==> config.mk <==
export PLATFORM = sky130hd
export DESIGN_NAME = polytope_safe_region_check_top
export DESIGN_NICKNAME = d
export VERILOG_FILES = /design/src/sv/psrc_pkg.sv /design/src/sv/polytope_safe_region_check_top.sv /design/src/sv/psrc_lane.sv /design/src/sv/psrc_merge.sv
export SDC_FILE = /design/constraint.sdc
export NUM_CORES = 2
export LEC_CHECK = 0
export BUFFER_PORTS_ARGS = -buffer_cell sky130_fd_sc_hd__buf_4
export CELL_PAD_IN_SITES_DETAIL_PLACEMENT = 0
export CELL_PAD_IN_SITES_GLOBAL_PLACEMENT = 2
export CORE_MARGIN = 2
export CORE_UTILIZATION = 43
export DETAILED_ROUTE_END_ITERATION = 16
export GPL_ROUTABILITY_DRIVEN = 0
export PLACE_DENSITY_LB_ADDON = 0.08
export REMOVE_ABC_BUFFERS = 1
export SETUP_SLACK_MARGIN = 0.15
export SYNTH_ARGS = -nofsm -noshare
export SYNTH_HDL_FRONTEND = slang
export SYNTH_HIERARCHICAL = 1
export SYNTH_SLANG_ARGS = --single-unit
==> constraint.sdc <==
create_clock -name clk -period 9.1 [get_ports clk]
set_input_delay 0.455 -clock clk [delete_from_list [all_inputs] [get_ports clk]]
set_output_delay 0.455 -clock clk [all_outputs]
set_load 0.02 [all_outputs]
==> src/sv/psrc_pkg.sv <==
// Package for the safe-region check: types, sizes and the constraint tables.
`timescale 1ns / 1ps
`default_nettype none
package psrc_pkg;

	localparam int CONSTRAINT_ROWS = 38;
	localparam int ROW_W = 6;
	localparam int CNT_W = (CONSTRAINT_ROWS > 1) ? $clog2(CONSTRAINT_ROWS) : 1;
	localparam int LANES = 4;
	localparam int DATA_W = 16;
	localparam int PROD_W = 2 * DATA_W;
	localparam int SUM_W = PROD_W + $clog2(LANES);
	localparam int FRAC_SHIFT = 14;

	typedef struct packed {
		logic signed [DATA_W-1:0] elevation_angle;
		logic signed [DATA_W-1:0] pitch_angle;
		logic signed [DATA_W-1:0] travel_angle;
		logic signed [DATA_W-1:0] elevation_rate;
		logic signed [DATA_W-1:0] pitch_rate;
		logic signed [DATA_W-1:0] travel_rate;
	} state_in_t;

	typedef struct packed {
		logic             inside_safe_set;
		logic [ROW_W-1:0] first_failed_row;
	} result_t;

	// row tag that travels down the pipeline next to the data
	typedef struct packed {
		logic             vld;
		logic             last;
		logic [ROW_W-1:0] row;
	} row_ctl_t;

	typedef struct packed {
		row_ctl_t ctl;
		logic     fail;
	} merge_out_t;

	typedef enum logic [1:0] {
		ST_IDLE,
		ST_RUN,
		ST_DRAIN,
		ST_DONE
	} seq_state_t;

	// weights for elevation, pitch, elevation rate, pitch rate (Q2.14)
	typedef logic [0:LANES-1][DATA_W-1:0] coef_row_t;

	function automatic coef_row_t coef_row(input logic [ROW_W-1:0] r);
		coef_row_t c;
		case (r)
			6'd0:  c = {-16'sd15364, -16'sd5690,  16'sd0,     16'sd0};
			6'd1:  c = { 16'sd16384,  16'sd0,     16'sd0,     16'sd0};
			6'd2:  c = { 16'sd0,      16'sd0,     16'sd16384, 16'sd0};
			6'd3:  c = { 16'sd0,      16'sd0,     16'sd0,     16'sd16384};
			6'd4:  c = {-16'sd15364,  16'sd5690,  16'sd0,     16'sd0};
			6'd5:  c = {-16'sd16384,  16'sd0,     16'sd0,     16'sd0};
			6'd6:  c = { 16'sd0,      16'sd0,    -16'sd16384, 16'sd0};
			6'd7:  c = { 16'sd0,      16'sd0,     16'sd0,    -16'sd16384};
			6'd8:  c = {-16'sd15087,  16'sd5588, -16'sd3017,  16'sd702};
			6'd9:  c = { 16'sd16066,  16'sd0,     16'sd3213,  16'sd0};
			6'd10: c = { 16'sd15993,  16'sd1523,  16'sd3199,  16'sd305};
			6'd11: c = { 16'sd15993, -16'sd1523,  16'sd3199, -16'sd305};
			6'd12: c = { 16'sd16103,  16'sd436,   16'sd2985,  16'sd175};
			6'd13: c = { 16'sd16111,  16'sd554,   16'sd2923,  16'sd180};
			6'd14: c = {-16'sd16066,  16'sd0,    -16'sd3213,  16'sd0};
			6'd15: c = {-16'sd15441, -16'sd2913, -16'sd4603, -16'sd583};
			6'd16: c = {-16'sd15087, -16'sd5588, -16'sd3017, -16'sd702};
			6'd17: c = {-16'sd15394,  16'sd3761, -16'sd4114,  16'sd621};
			6'd18: c = {-16'sd15234,  16'sd4052, -16'sd4413,  16'sd680};
			6'd19: c = {-16'sd15484,  16'sd3392, -16'sd4103,  16'sd583};
			6'd20: c = { 16'sd11966, -16'sd7039,  16'sd8587, -16'sd1408};
			6'd21: c = { 16'sd11966,  16'sd7039,  16'sd8587,  16'sd1408};
			6'd22: c = { 16'sd16111, -16'sd554,   16'sd2923, -16'sd180};
			6'd23: c = { 16'sd16103, -16'sd436,   16'sd2985, -16'sd175};
			6'd24: c = {-16'sd15066, -16'sd5580, -16'sd3013, -16'sd1116};
			6'd25: c = {-16'sd15234, -16'sd4052, -16'sd4413, -16'sd680};
			6'd26: c = {-16'sd15484, -16'sd3392, -16'sd4103, -16'sd583};
			6'd27: c = {-16'sd15144,  16'sd1442, -16'sd6057,  16'sd577};
			6'd28: c = {-16'sd15441,  16'sd2913, -16'sd4603,  16'sd583};
			6'd29: c = {-16'sd15993,  16'sd1523, -16'sd3199,  16'sd305};
			6'd30: c = {-16'sd15445,  16'sd3664, -16'sd4013,  16'sd602};
			6'd31: c = {-16'sd15066,  16'sd5580, -16'sd3013,  16'sd1116};
			6'd32: c = {-16'sd15445, -16'sd3664, -16'sd4013, -16'sd602};
			6'd33: c = {-16'sd15394, -16'sd3761, -16'sd4114, -16'sd621};
			6'd34: c = {-16'sd15993, -16'sd1523, -16'sd3199, -16'sd305};
			6'd35: c = {-16'sd15144, -16'sd1442, -16'sd6057, -16'sd577};
			6'd36: c = { 16'sd15144,  16'sd1442,  16'sd6057,  16'sd577};
			6'd37: c = { 16'sd15144, -16'sd1442,  16'sd6057, -16'sd577};
			default: c = '0; // padding rows: zero weights, zero bound
		endcase
		return c;
	endfunction

	// row bounds, Q4.12
	function automatic logic signed [DATA_W-1:0] bound_row(input logic [ROW_W-1:0] r);
		logic signed [DATA_W-1:0] b;
		case (r) inside
			6'd0, 6'd4:                      b = 16'sd471;
			6'd1, 6'd5:                      b = 16'sd490;
			6'd2, 6'd6:                      b = 16'sd818;
			6'd3, 6'd7:                      b = 16'sd5325;
			6'd8, 6'd16:                     b = 16'sd672;
			6'd9, 6'd14, 6'd29, 6'd34:       b = 16'sd561;
			6'd10, 6'd11:                    b = 16'sd807;
			6'd12, 6'd23:                    b = 16'sd645;
			6'd13, 6'd22:                    b = 16'sd659;
			6'd15, 6'd28:                    b = 16'sd658;
			6'd17, 6'd33:                    b = 16'sd642;
			6'd18, 6'd25:                    b = 16'sd678;
			6'd19, 6'd26:                    b = 16'sd625;
			6'd20, 6'd21:                    b = 16'sd2033;
			6'd24, 6'd31:                    b = 16'sd754;
			6'd27, 6'd35:                    b = 16'sd759;
			6'd30, 6'd32:                    b = 16'sd630;
			6'd36, 6'd37:                    b = 16'sd992;
			default:                         b = 16'sd0;
		endcase
		return b;
	endfunction

endpackage
`default_nettype wire

==> src/sv/polytope_safe_region_check_top.sv <==
// Top level of the safe-region check: row sequencer, four lanes, merge and output register.
//
// Tests one plant state against CONSTRAINT_ROWS half-space rows. Four multiply lanes
// (elevation, pitch, elevation rate, pitch rate; the travel terms have zero weight) form
// one row's dot product each cycle, and a two-stage merge sums and compares it with the
// row bound. Every row is visited, one row per cycle by the sequencer, and an item holds
// the block until its last row has left the merge and its result is loaded.
// in_ready is high only between items; a finished result sits in the output register
// and the next item may be taken while it waits. A product equal to its bound passes;
// first_failed_row is the lowest failing row, 0 when the state is inside.
`timescale 1ns / 1ps
`default_nettype none
module polytope_safe_region_check_top import psrc_pkg::*; (
	input  wire logic      clk,
	input  wire logic      arst_n,
	input  wire logic      in_valid,
	output logic           in_ready,
	input  wire state_in_t in_data,
	output logic           out_valid,
	input  wire logic      out_ready,
	output result_t        out_data
);

	seq_state_t               st_q, st_d;
	logic                     issue, out_load, in_acc, last_row;
	logic [CNT_W-1:0]         issue_q;
	logic [ROW_W-1:0]         row;
	state_in_t                state_q;
	coef_row_t                coefs;
	logic signed [DATA_W-1:0] xs [LANES];
	logic signed [PROD_W-1:0] prod_s1 [LANES];
	logic signed [DATA_W-1:0] bound_s1;
	row_ctl_t                 ctl_s1;
	merge_out_t               mo;
	logic                     found_q;
	logic [ROW_W-1:0]         frow_q;

	assign in_ready = (st_q == ST_IDLE);
	assign in_acc = in_valid && in_ready;
	assign row = ROW_W'(issue_q);
	assign last_row = (issue_q == CNT_W'(CONSTRAINT_ROWS - 1));
	assign coefs = coef_row(row);

	assign xs[0] = state_q.elevation_angle;
	assign xs[1] = state_q.pitch_angle;
	assign xs[2] = state_q.elevation_rate;
	assign xs[3] = state_q.pitch_rate;

	for (genvar k = 0; k < LANES; k++) begin : g_lane
		psrc_lane u_lane (
			.clk     (clk),
			.coef    ($signed(coefs[k])),
			.x       (xs[k]),
			.prod_s1 (prod_s1[k])
		);
	end

	psrc_merge u_merge (
		.clk      (clk),
		.arst_n   (arst_n),
		.prod_s1  (prod_s1),
		.bound_s1 (bound_s1),
		.ctl_s1   (ctl_s1),
		.res_s3   (mo)
	);

	always_ff @(posedge clk) begin
		if (in_acc) begin
			state_q <= in_data;
		end
		bound_s1 <= bound_row(row);
		if (out_load) begin
			out_data.inside_safe_set <= !found_q;
			out_data.first_failed_row <= frow_q;
		end
	end

	always_ff @(posedge clk or negedge arst_n) begin
		if (!arst_n) begin
			st_q <= ST_IDLE;
			issue_q <= '0;
			ctl_s1 <= '0;
			found_q <= 1'b0;
			frow_q <= '0;
			out_valid <= 1'b0;
		end else begin
			st_q <= st_d;
			if (in_acc) begin
				issue_q <= '0;
			end else if (issue) begin
				issue_q <= issue_q + CNT_W'(1);
			end
			ctl_s1.vld <= issue;
			ctl_s1.last <= last_row;
			ctl_s1.row <= row;
			// keep only the lowest failing row
			if (in_acc) begin
				found_q <= 1'b0;
				frow_q <= '0;
			end else if (mo.ctl.vld && mo.fail && !found_q) begin
				found_q <= 1'b1;
				frow_q <= mo.ctl.row;
			end
			if (out_load) begin
				out_valid <= 1'b1;
			end else if (out_ready) begin
				out_valid <= 1'b0;
			end
		end
	end

	always_comb begin
		st_d = st_q;
		issue = 1'b0;
		out_load = 1'b0;
		unique case (st_q)
			ST_IDLE: begin
				if (in_valid) begin
					st_d = ST_RUN;
				end
			end
			ST_RUN: begin
				issue = 1'b1;
				if (last_row) begin
					st_d = ST_DRAIN;
				end
			end
			ST_DRAIN: begin
				if (mo.ctl.vld && mo.ctl.last) begin
					st_d = ST_DONE;
				end
			end
			ST_DONE: begin
				if (!out_valid || out_ready) begin
					out_load = 1'b1;
					st_d = ST_IDLE;
				end
			end
			default: begin
				st_d = ST_IDLE;
			end
		endcase
	end

`ifndef SYNTHESIS
	a_start: assert property (@(posedge clk) disable iff (!arst_n)
		in_acc |=> (st_q == ST_RUN) && (issue_q == '0))
		else $error("item accepted but row scan did not start at row zero");

	a_empty_idle: assert property (@(posedge clk) disable iff (!arst_n)
		in_ready |-> !ctl_s1.vld && !mo.ctl.vld)
		else $error("rows still in flight while taking a new item");

	a_inside_row: assert property (@(posedge clk) disable iff (!arst_n)
		out_valid && out_data.inside_safe_set |-> out_data.first_failed_row == '0)
		else $error("failed row reported for a safe state");

	a_load_free: assert property (@(posedge clk) disable iff (!arst_n)
		out_load |-> !out_valid || out_ready)
		else $error("result overwritten before it was taken");
`endif

endmodule
`default_nettype wire

==> src/sv/psrc_lane.sv <==
// One multiply lane: coefficient times state element, registered.
`timescale 1ns / 1ps
`default_nettype none
module psrc_lane import psrc_pkg::*; (
	input  wire logic                     clk,
	input  wire logic signed [DATA_W-1:0] coef,
	input  wire logic signed [DATA_W-1:0] x,
	output logic signed [PROD_W-1:0]      prod_s1
);

	always_ff @(posedge clk) begin
		prod_s1 <= coef * x;
	end

endmodule
`default_nettype wire

==> src/sv/psrc_merge.sv <==
// Merge stage: sums the lane products and compares against the scaled row bound.
`timescale 1ns / 1ps
`default_nettype none
module psrc_merge import psrc_pkg::*; (
	input  wire logic                     clk,
	input  wire logic                     arst_n,
	input  wire logic signed [PROD_W-1:0] prod_s1 [LANES],
	input  wire logic signed [DATA_W-1:0] bound_s1,
	input  wire row_ctl_t                 ctl_s1,
	output merge_out_t                    res_s3
);

	logic signed [SUM_W-1:0]  sum_s2;
	logic signed [DATA_W-1:0] bound_s2;
	row_ctl_t                 ctl_s2;
	logic signed [SUM_W-1:0]  lim;
	row_ctl_t                 ctl_s3;
	logic                     fail_s3;

	// bound moved to the product scale (Q.26)
	assign lim = SUM_W'($signed({bound_s2, {FRAC_SHIFT{1'b0}}}));

	assign res_s3 = '{ctl: ctl_s3, fail: fail_s3};

	always_ff @(posedge clk) begin
		sum_s2 <= SUM_W'(prod_s1[0]) + SUM_W'(prod_s1[1])
			+ SUM_W'(prod_s1[2]) + SUM_W'(prod_s1[3]);
		bound_s2 <= bound_s1;
		fail_s3 <= sum_s2 > lim;
	end

	always_ff @(posedge clk or negedge arst_n) begin
		if (!arst_n) begin
			ctl_s2 <= '0;
			ctl_s3 <= '0;
		end else begin
			ctl_s2 <= ctl_s1;
			ctl_s3 <= ctl_s2;
		end
	end

`ifndef SYNTHESIS
	// the scaled bound keeps the sign of the row bound
	a_lim_sign: assert property (@(posedge clk) disable iff (!arst_n)
		ctl_s2.vld |-> (lim[SUM_W-1] == bound_s2[DATA_W-1]))
		else $error("scaled bound lost its sign");
`endif

endmodule
`default_nettype wire
==> impl_metrics.xml <==
<?xml version="1.0" encoding="UTF-8"?>
<metrics>
  <group name="clocking">
    <metric name="cts_max_path_buffers" unit="">3</metric>
    <metric name="number_of_levels_in_the_clock_h_tree" unit="">2</metric>
    <metric name="cts_num_sinks" unit="">302</metric>
    <metric name="cts-root-buf" unit="">sky130_fd_sc_hd__clkbuf_16</metric>
    <metric name="cts_buffers" unit="">42</metric>
    <metric name="clkTransAtPathRegs" unit="ns">0.06</metric>
    <metric name="cts_tree" unit="">built</metric>
    <metric name="clk-insertion-delay-late" unit="ns">0.63</metric>
  </group>
  <group name="synthesis">
    <metric name="post-synth-top-area-cell" unit="">sky130_fd_sc_hd__fa_1</metric>
    <metric name="postSynthRegisterBits" unit="">302</metric>
    <metric name="synth.cell_area" unit="sq um">54790</metric>
    <metric name="synth_edf_count" unit="">71</metric>
    <metric name="synth_top_flop_cell" unit="">sky130_fd_sc_hd__dfxtp_1</metric>
    <metric name="yosysTopAreaCellShare" unit="">0.4067</metric>
    <metric name="post_synth_inst_count" unit="">5899</metric>
    <metric name="synth_cell_type_count" unit="">116</metric>
    <metric name="synth_warnings" unit="">6</metric>
    <metric name="ys_async_sr_fraction" unit="">0.1325</metric>
    <metric name="sequential_fraction_of_the_synthesis_area" unit="">0.1270</metric>
    <metric name="yosys-top-cells-area" unit="">sky130_fd_sc_hd__fa_1 41%, sky130_fd_sc_hd__inv_1 9.7%, sky130_fd_sc_hd__ha_1 9.3%</metric>
    <metric name="syn_area_per_cell" unit="sq um">9.288</metric>
  </group>
  <group name="worst_setup_path">
    <metric name="criticalPathCategory" unit="">reg2reg</metric>
    <metric name="worstSetupStartpointType" unit="">flip-flop</metric>
    <metric name="crit_top_cell" unit="">sky130_fd_sc_hd__fa_1</metric>
    <metric name="path_delay_family" unit="">adder cells</metric>
    <metric name="critical_path_data_required_time" unit="ns">9.55</metric>
    <metric name="largest_fanout_of_any_net_on_the_critical_path" unit="">13</metric>
    <metric name="arrival" unit="ns">8.95</metric>
    <metric name="critPathCaptureType" unit="">flip-flop</metric>
    <metric name="slowest_delay" unit="ns">0.65</metric>
    <metric name="critical-path-slowest-cell" unit="">sky130_fd_sc_hd__a221o_1</metric>
    <metric name="critical_path_buf_inv_count" unit="">7</metric>
  </group>
  <group name="sta">
    <metric name="achievable-frequency" unit="MHz">117.6</metric>
    <metric name="hold_violations" unit="">0</metric>
    <metric name="slew_headroom" unit="">0.1648</metric>
    <metric name="grt_setup_unrepaired" unit="">yes</metric>
    <metric name="skew" unit="ns">0.02964</metric>
    <metric name="setup_viol_count_final" unit="">0</metric>
    <metric name="fin_crit" unit="ns">8.500</metric>
    <metric name="final.period_utilization" unit="">0.9341</metric>
    <metric name="worstMarginPinSlew" unit="ns">1.253</metric>
    <metric name="holdWs" unit="ns">0.1590</metric>
    <metric name="final-max-slew-violation-count" unit="">0</metric>
  </group>
  <group name="floorplanning">
    <metric name="start_util" unit="">0.4346</metric>
    <metric name="floorplan.io_pins" unit="">109</metric>
    <metric name="die_area" unit="sq um">130300</metric>
    <metric name="rows" unit="">130</metric>
    <metric name="die_width" unit="um">361.0</metric>
    <metric name="fp.dieH" unit="um">361.0</metric>
    <metric name="core_area" unit="sq um">126100</metric>
  </group>
  <group name="final_layout">
    <metric name="n_antenna_cell" unit="">0</metric>
    <metric name="most-common-layout-cells" unit="">1418 x sky130_fd_sc_hd__inv_1, 1113 x sky130_fd_sc_hd__fa_1, 593 x sky130_fd_sc_hd__nand2_1</metric>
    <metric name="final_net_count" unit="">7592</metric>
    <metric name="syn2layout_area_growth" unit="%">8.447</metric>
    <metric name="layout.cells.most_common" unit="">sky130_fd_sc_hd__inv_1</metric>
    <metric name="stdcell_area" unit="sq um">59420</metric>
    <metric name="layout-drive-gt1-share" unit="">0.05413</metric>
  </group>
  <group name="detailed_routing">
    <metric name="postRouteWirelength" unit="mm">148.9</metric>
    <metric name="wl_per_cell" unit="um">19.45</metric>
    <metric name="antenna_violating_nets_post_route" unit="">0</metric>
    <metric name="drcViolationCount" unit="">0</metric>
    <metric name="drtIter0Drc" unit="">2248</metric>
    <metric name="vias" unit="">38960</metric>
    <metric name="detail_route.vias_per_cell" unit="">5.090</metric>
    <metric name="drt_pass1_iterations" unit="">7</metric>
  </group>
  <group name="global_routing">
    <metric name="grt.overflow.total" unit="">0</metric>
    <metric name="first_pass_grt_wire_length" unit="mm">241.7</metric>
    <metric name="grt_util_all_layers" unit="">0.2380</metric>
    <metric name="first_global_vias" unit="">41983</metric>
    <metric name="antenna_violations_before_repair" unit="">8</metric>
    <metric name="grt_max_degree" unit="">103</metric>
  </group>
  <group name="place">
    <metric name="place.port_buffers" unit="">76</metric>
    <metric name="dp_hpwl" unit="mm">122.5</metric>
    <metric name="placement.cell_area" unit="sq um">57330</metric>
  </group>
  <group name="flow_run">
    <metric name="drv.max_cap_violation_count" unit="">0</metric>
  </group>
  <group name="outcome">
    <metric name="outcome" unit="">finished clean</metric>
  </group>
  <group name="min_path">
    <metric name="hold_path.class" unit="">in2reg</metric>
  </group>
</metrics>
==> per-stage QoR <==
step                setup TNS, ns    util  setup WS [ns]  std cells
floorplan                  -7.273       -        -0.6148       5684
global placement                0  0.4548         0.4741       7512
detailed placement              0  0.4548         0.4213       7512
CTS                             0  0.4712         0.3918       7654
global route                    0  0.4713         0.1480       7654
finish                          0  0.4713         0.5997       7654
==> routing by layer <==
metal / track usage / vias to the layer above / part of all wire
met5: 0 / - / 0
met4: 0.05341 / 0 / 0.021
met2: 0.4020 / 617 / 0.48
li1: - / 18086 / -
met3: 0.02173 / 141 / 0.034
met1: 0.3327 / 20116 / 0.46
==> state kept, by name, summed over array words and instances, names as in the netlist, 2 cells and up <==
signal and flops:
g_lane.u_lane/prod_s1 128, state_q 64, u_merge/sum_s2 34, u_merge/bound_s2 16, bound_s1 12, ctl_s1 8
u_merge/ctl_s2 8, u_merge/res_s3 8, out_data 7, frow_q 6, issue_q 6, st_q 2
==> final timing paths <==
path                        startpoint                      endpoint  slack [ns]  cells past startpoint
max                         issue_q[3]  g_lane[2].u_lane/prod_s1[31]        0.60                     25
min                          out_ready                     out_valid        0.16                      3
max reg2reg                 issue_q[3]  g_lane[2].u_lane/prod_s1[31]        0.60                     25
min reg2reg                bound_s1[2]           u_merge/bound_s2[2]        0.32                      0
max in group asynchronous       arst_n                    issue_q[4]        8.35                      2
min in group asynchronous       arst_n                     out_valid        0.36                      2
==> cell families after synthesis <==
kind of cell,share of synthesized area
simple gates,0.1412
mux,0.003015
buf+inv,0.1145
flops,0.1270
xor+xnor,0.02606
other cells,0.00006845
fa+ha+maj,0.4999
compound gates,0.08833
==> cells in the mapped netlist, types with 13 or more instances <==
master / instances
sky130_fd_sc_hd__nand2_1: 593
sky130_fd_sc_hd__inv_1: 1418
sky130_fd_sc_hd__ha_1: 408
sky130_fd_sc_hd__nor3_1: 35
sky130_fd_sc_hd__clkbuf_1: 168
sky130_fd_sc_hd__nand2b_1: 41
sky130_fd_sc_hd__buf_2: 22
sky130_fd_sc_hd__edfxtp_1: 71
sky130_fd_sc_hd__and2_1: 510
sky130_fd_sc_hd__nand4_1: 18
sky130_fd_sc_hd__a31oi_1: 20
sky130_fd_sc_hd__dfxtp_1: 191
sky130_fd_sc_hd__o22ai_1: 15
sky130_fd_sc_hd__o21bai_1: 14
sky130_fd_sc_hd__xnor2_1: 124
sky130_fd_sc_hd__a21oi_1: 195
sky130_fd_sc_hd__o211ai_1: 31
sky130_fd_sc_hd__xor2_1: 39
sky130_fd_sc_hd__o21a_1: 34
sky130_fd_sc_hd__nor2b_1: 23
sky130_fd_sc_hd__nor2_1: 180
sky130_fd_sc_hd__o221ai_1: 14
sky130_fd_sc_hd__o21ai_1: 21
sky130_fd_sc_hd__o21ai_0: 121
sky130_fd_sc_hd__nand3_1: 53
sky130_fd_sc_hd__buf_1: 13
sky130_fd_sc_hd__fa_1: 1113
sky130_fd_sc_hd__dfrtp_1: 40
sky130_fd_sc_hd__a21o_1: 50
sky130_fd_sc_hd__a211oi_1: 25
==> layout make-up <==
class | instances | area [sq um]
clock inverters | 19 | 201.4
multi-input cells | 3959 | 41610
flip-flops and latches | 302 | 6960
inverters | 1423 | 5344
repair buffers | 243 | 2012
fillers | 12383 | 66640
clock buffers | 58 | 1224
well taps | 1650 | 2064
==> worst register-to-register path: cells and delay by family (launching register included) <==
family,cells,cell delay (ns)
fa+ha+maj,7,3.39
compound gates,6,1.97
simple gates,4,0.93
buf+inv,7,0.89
xor+xnor,1,0.61
flops,1,0.55
==> what timing repair did <==
action                                 CTS  global route
hold buffers                            65             0
gates resized for setup                  0             2
setup endpoints to repair                0             4
endpoints found under the hold margin  104             0
buffers inserted                         0             0
Power is left out: the tool's default activity adds up to more than one toggle a clock period on the data nets, which glitch-free logic cannot reach.
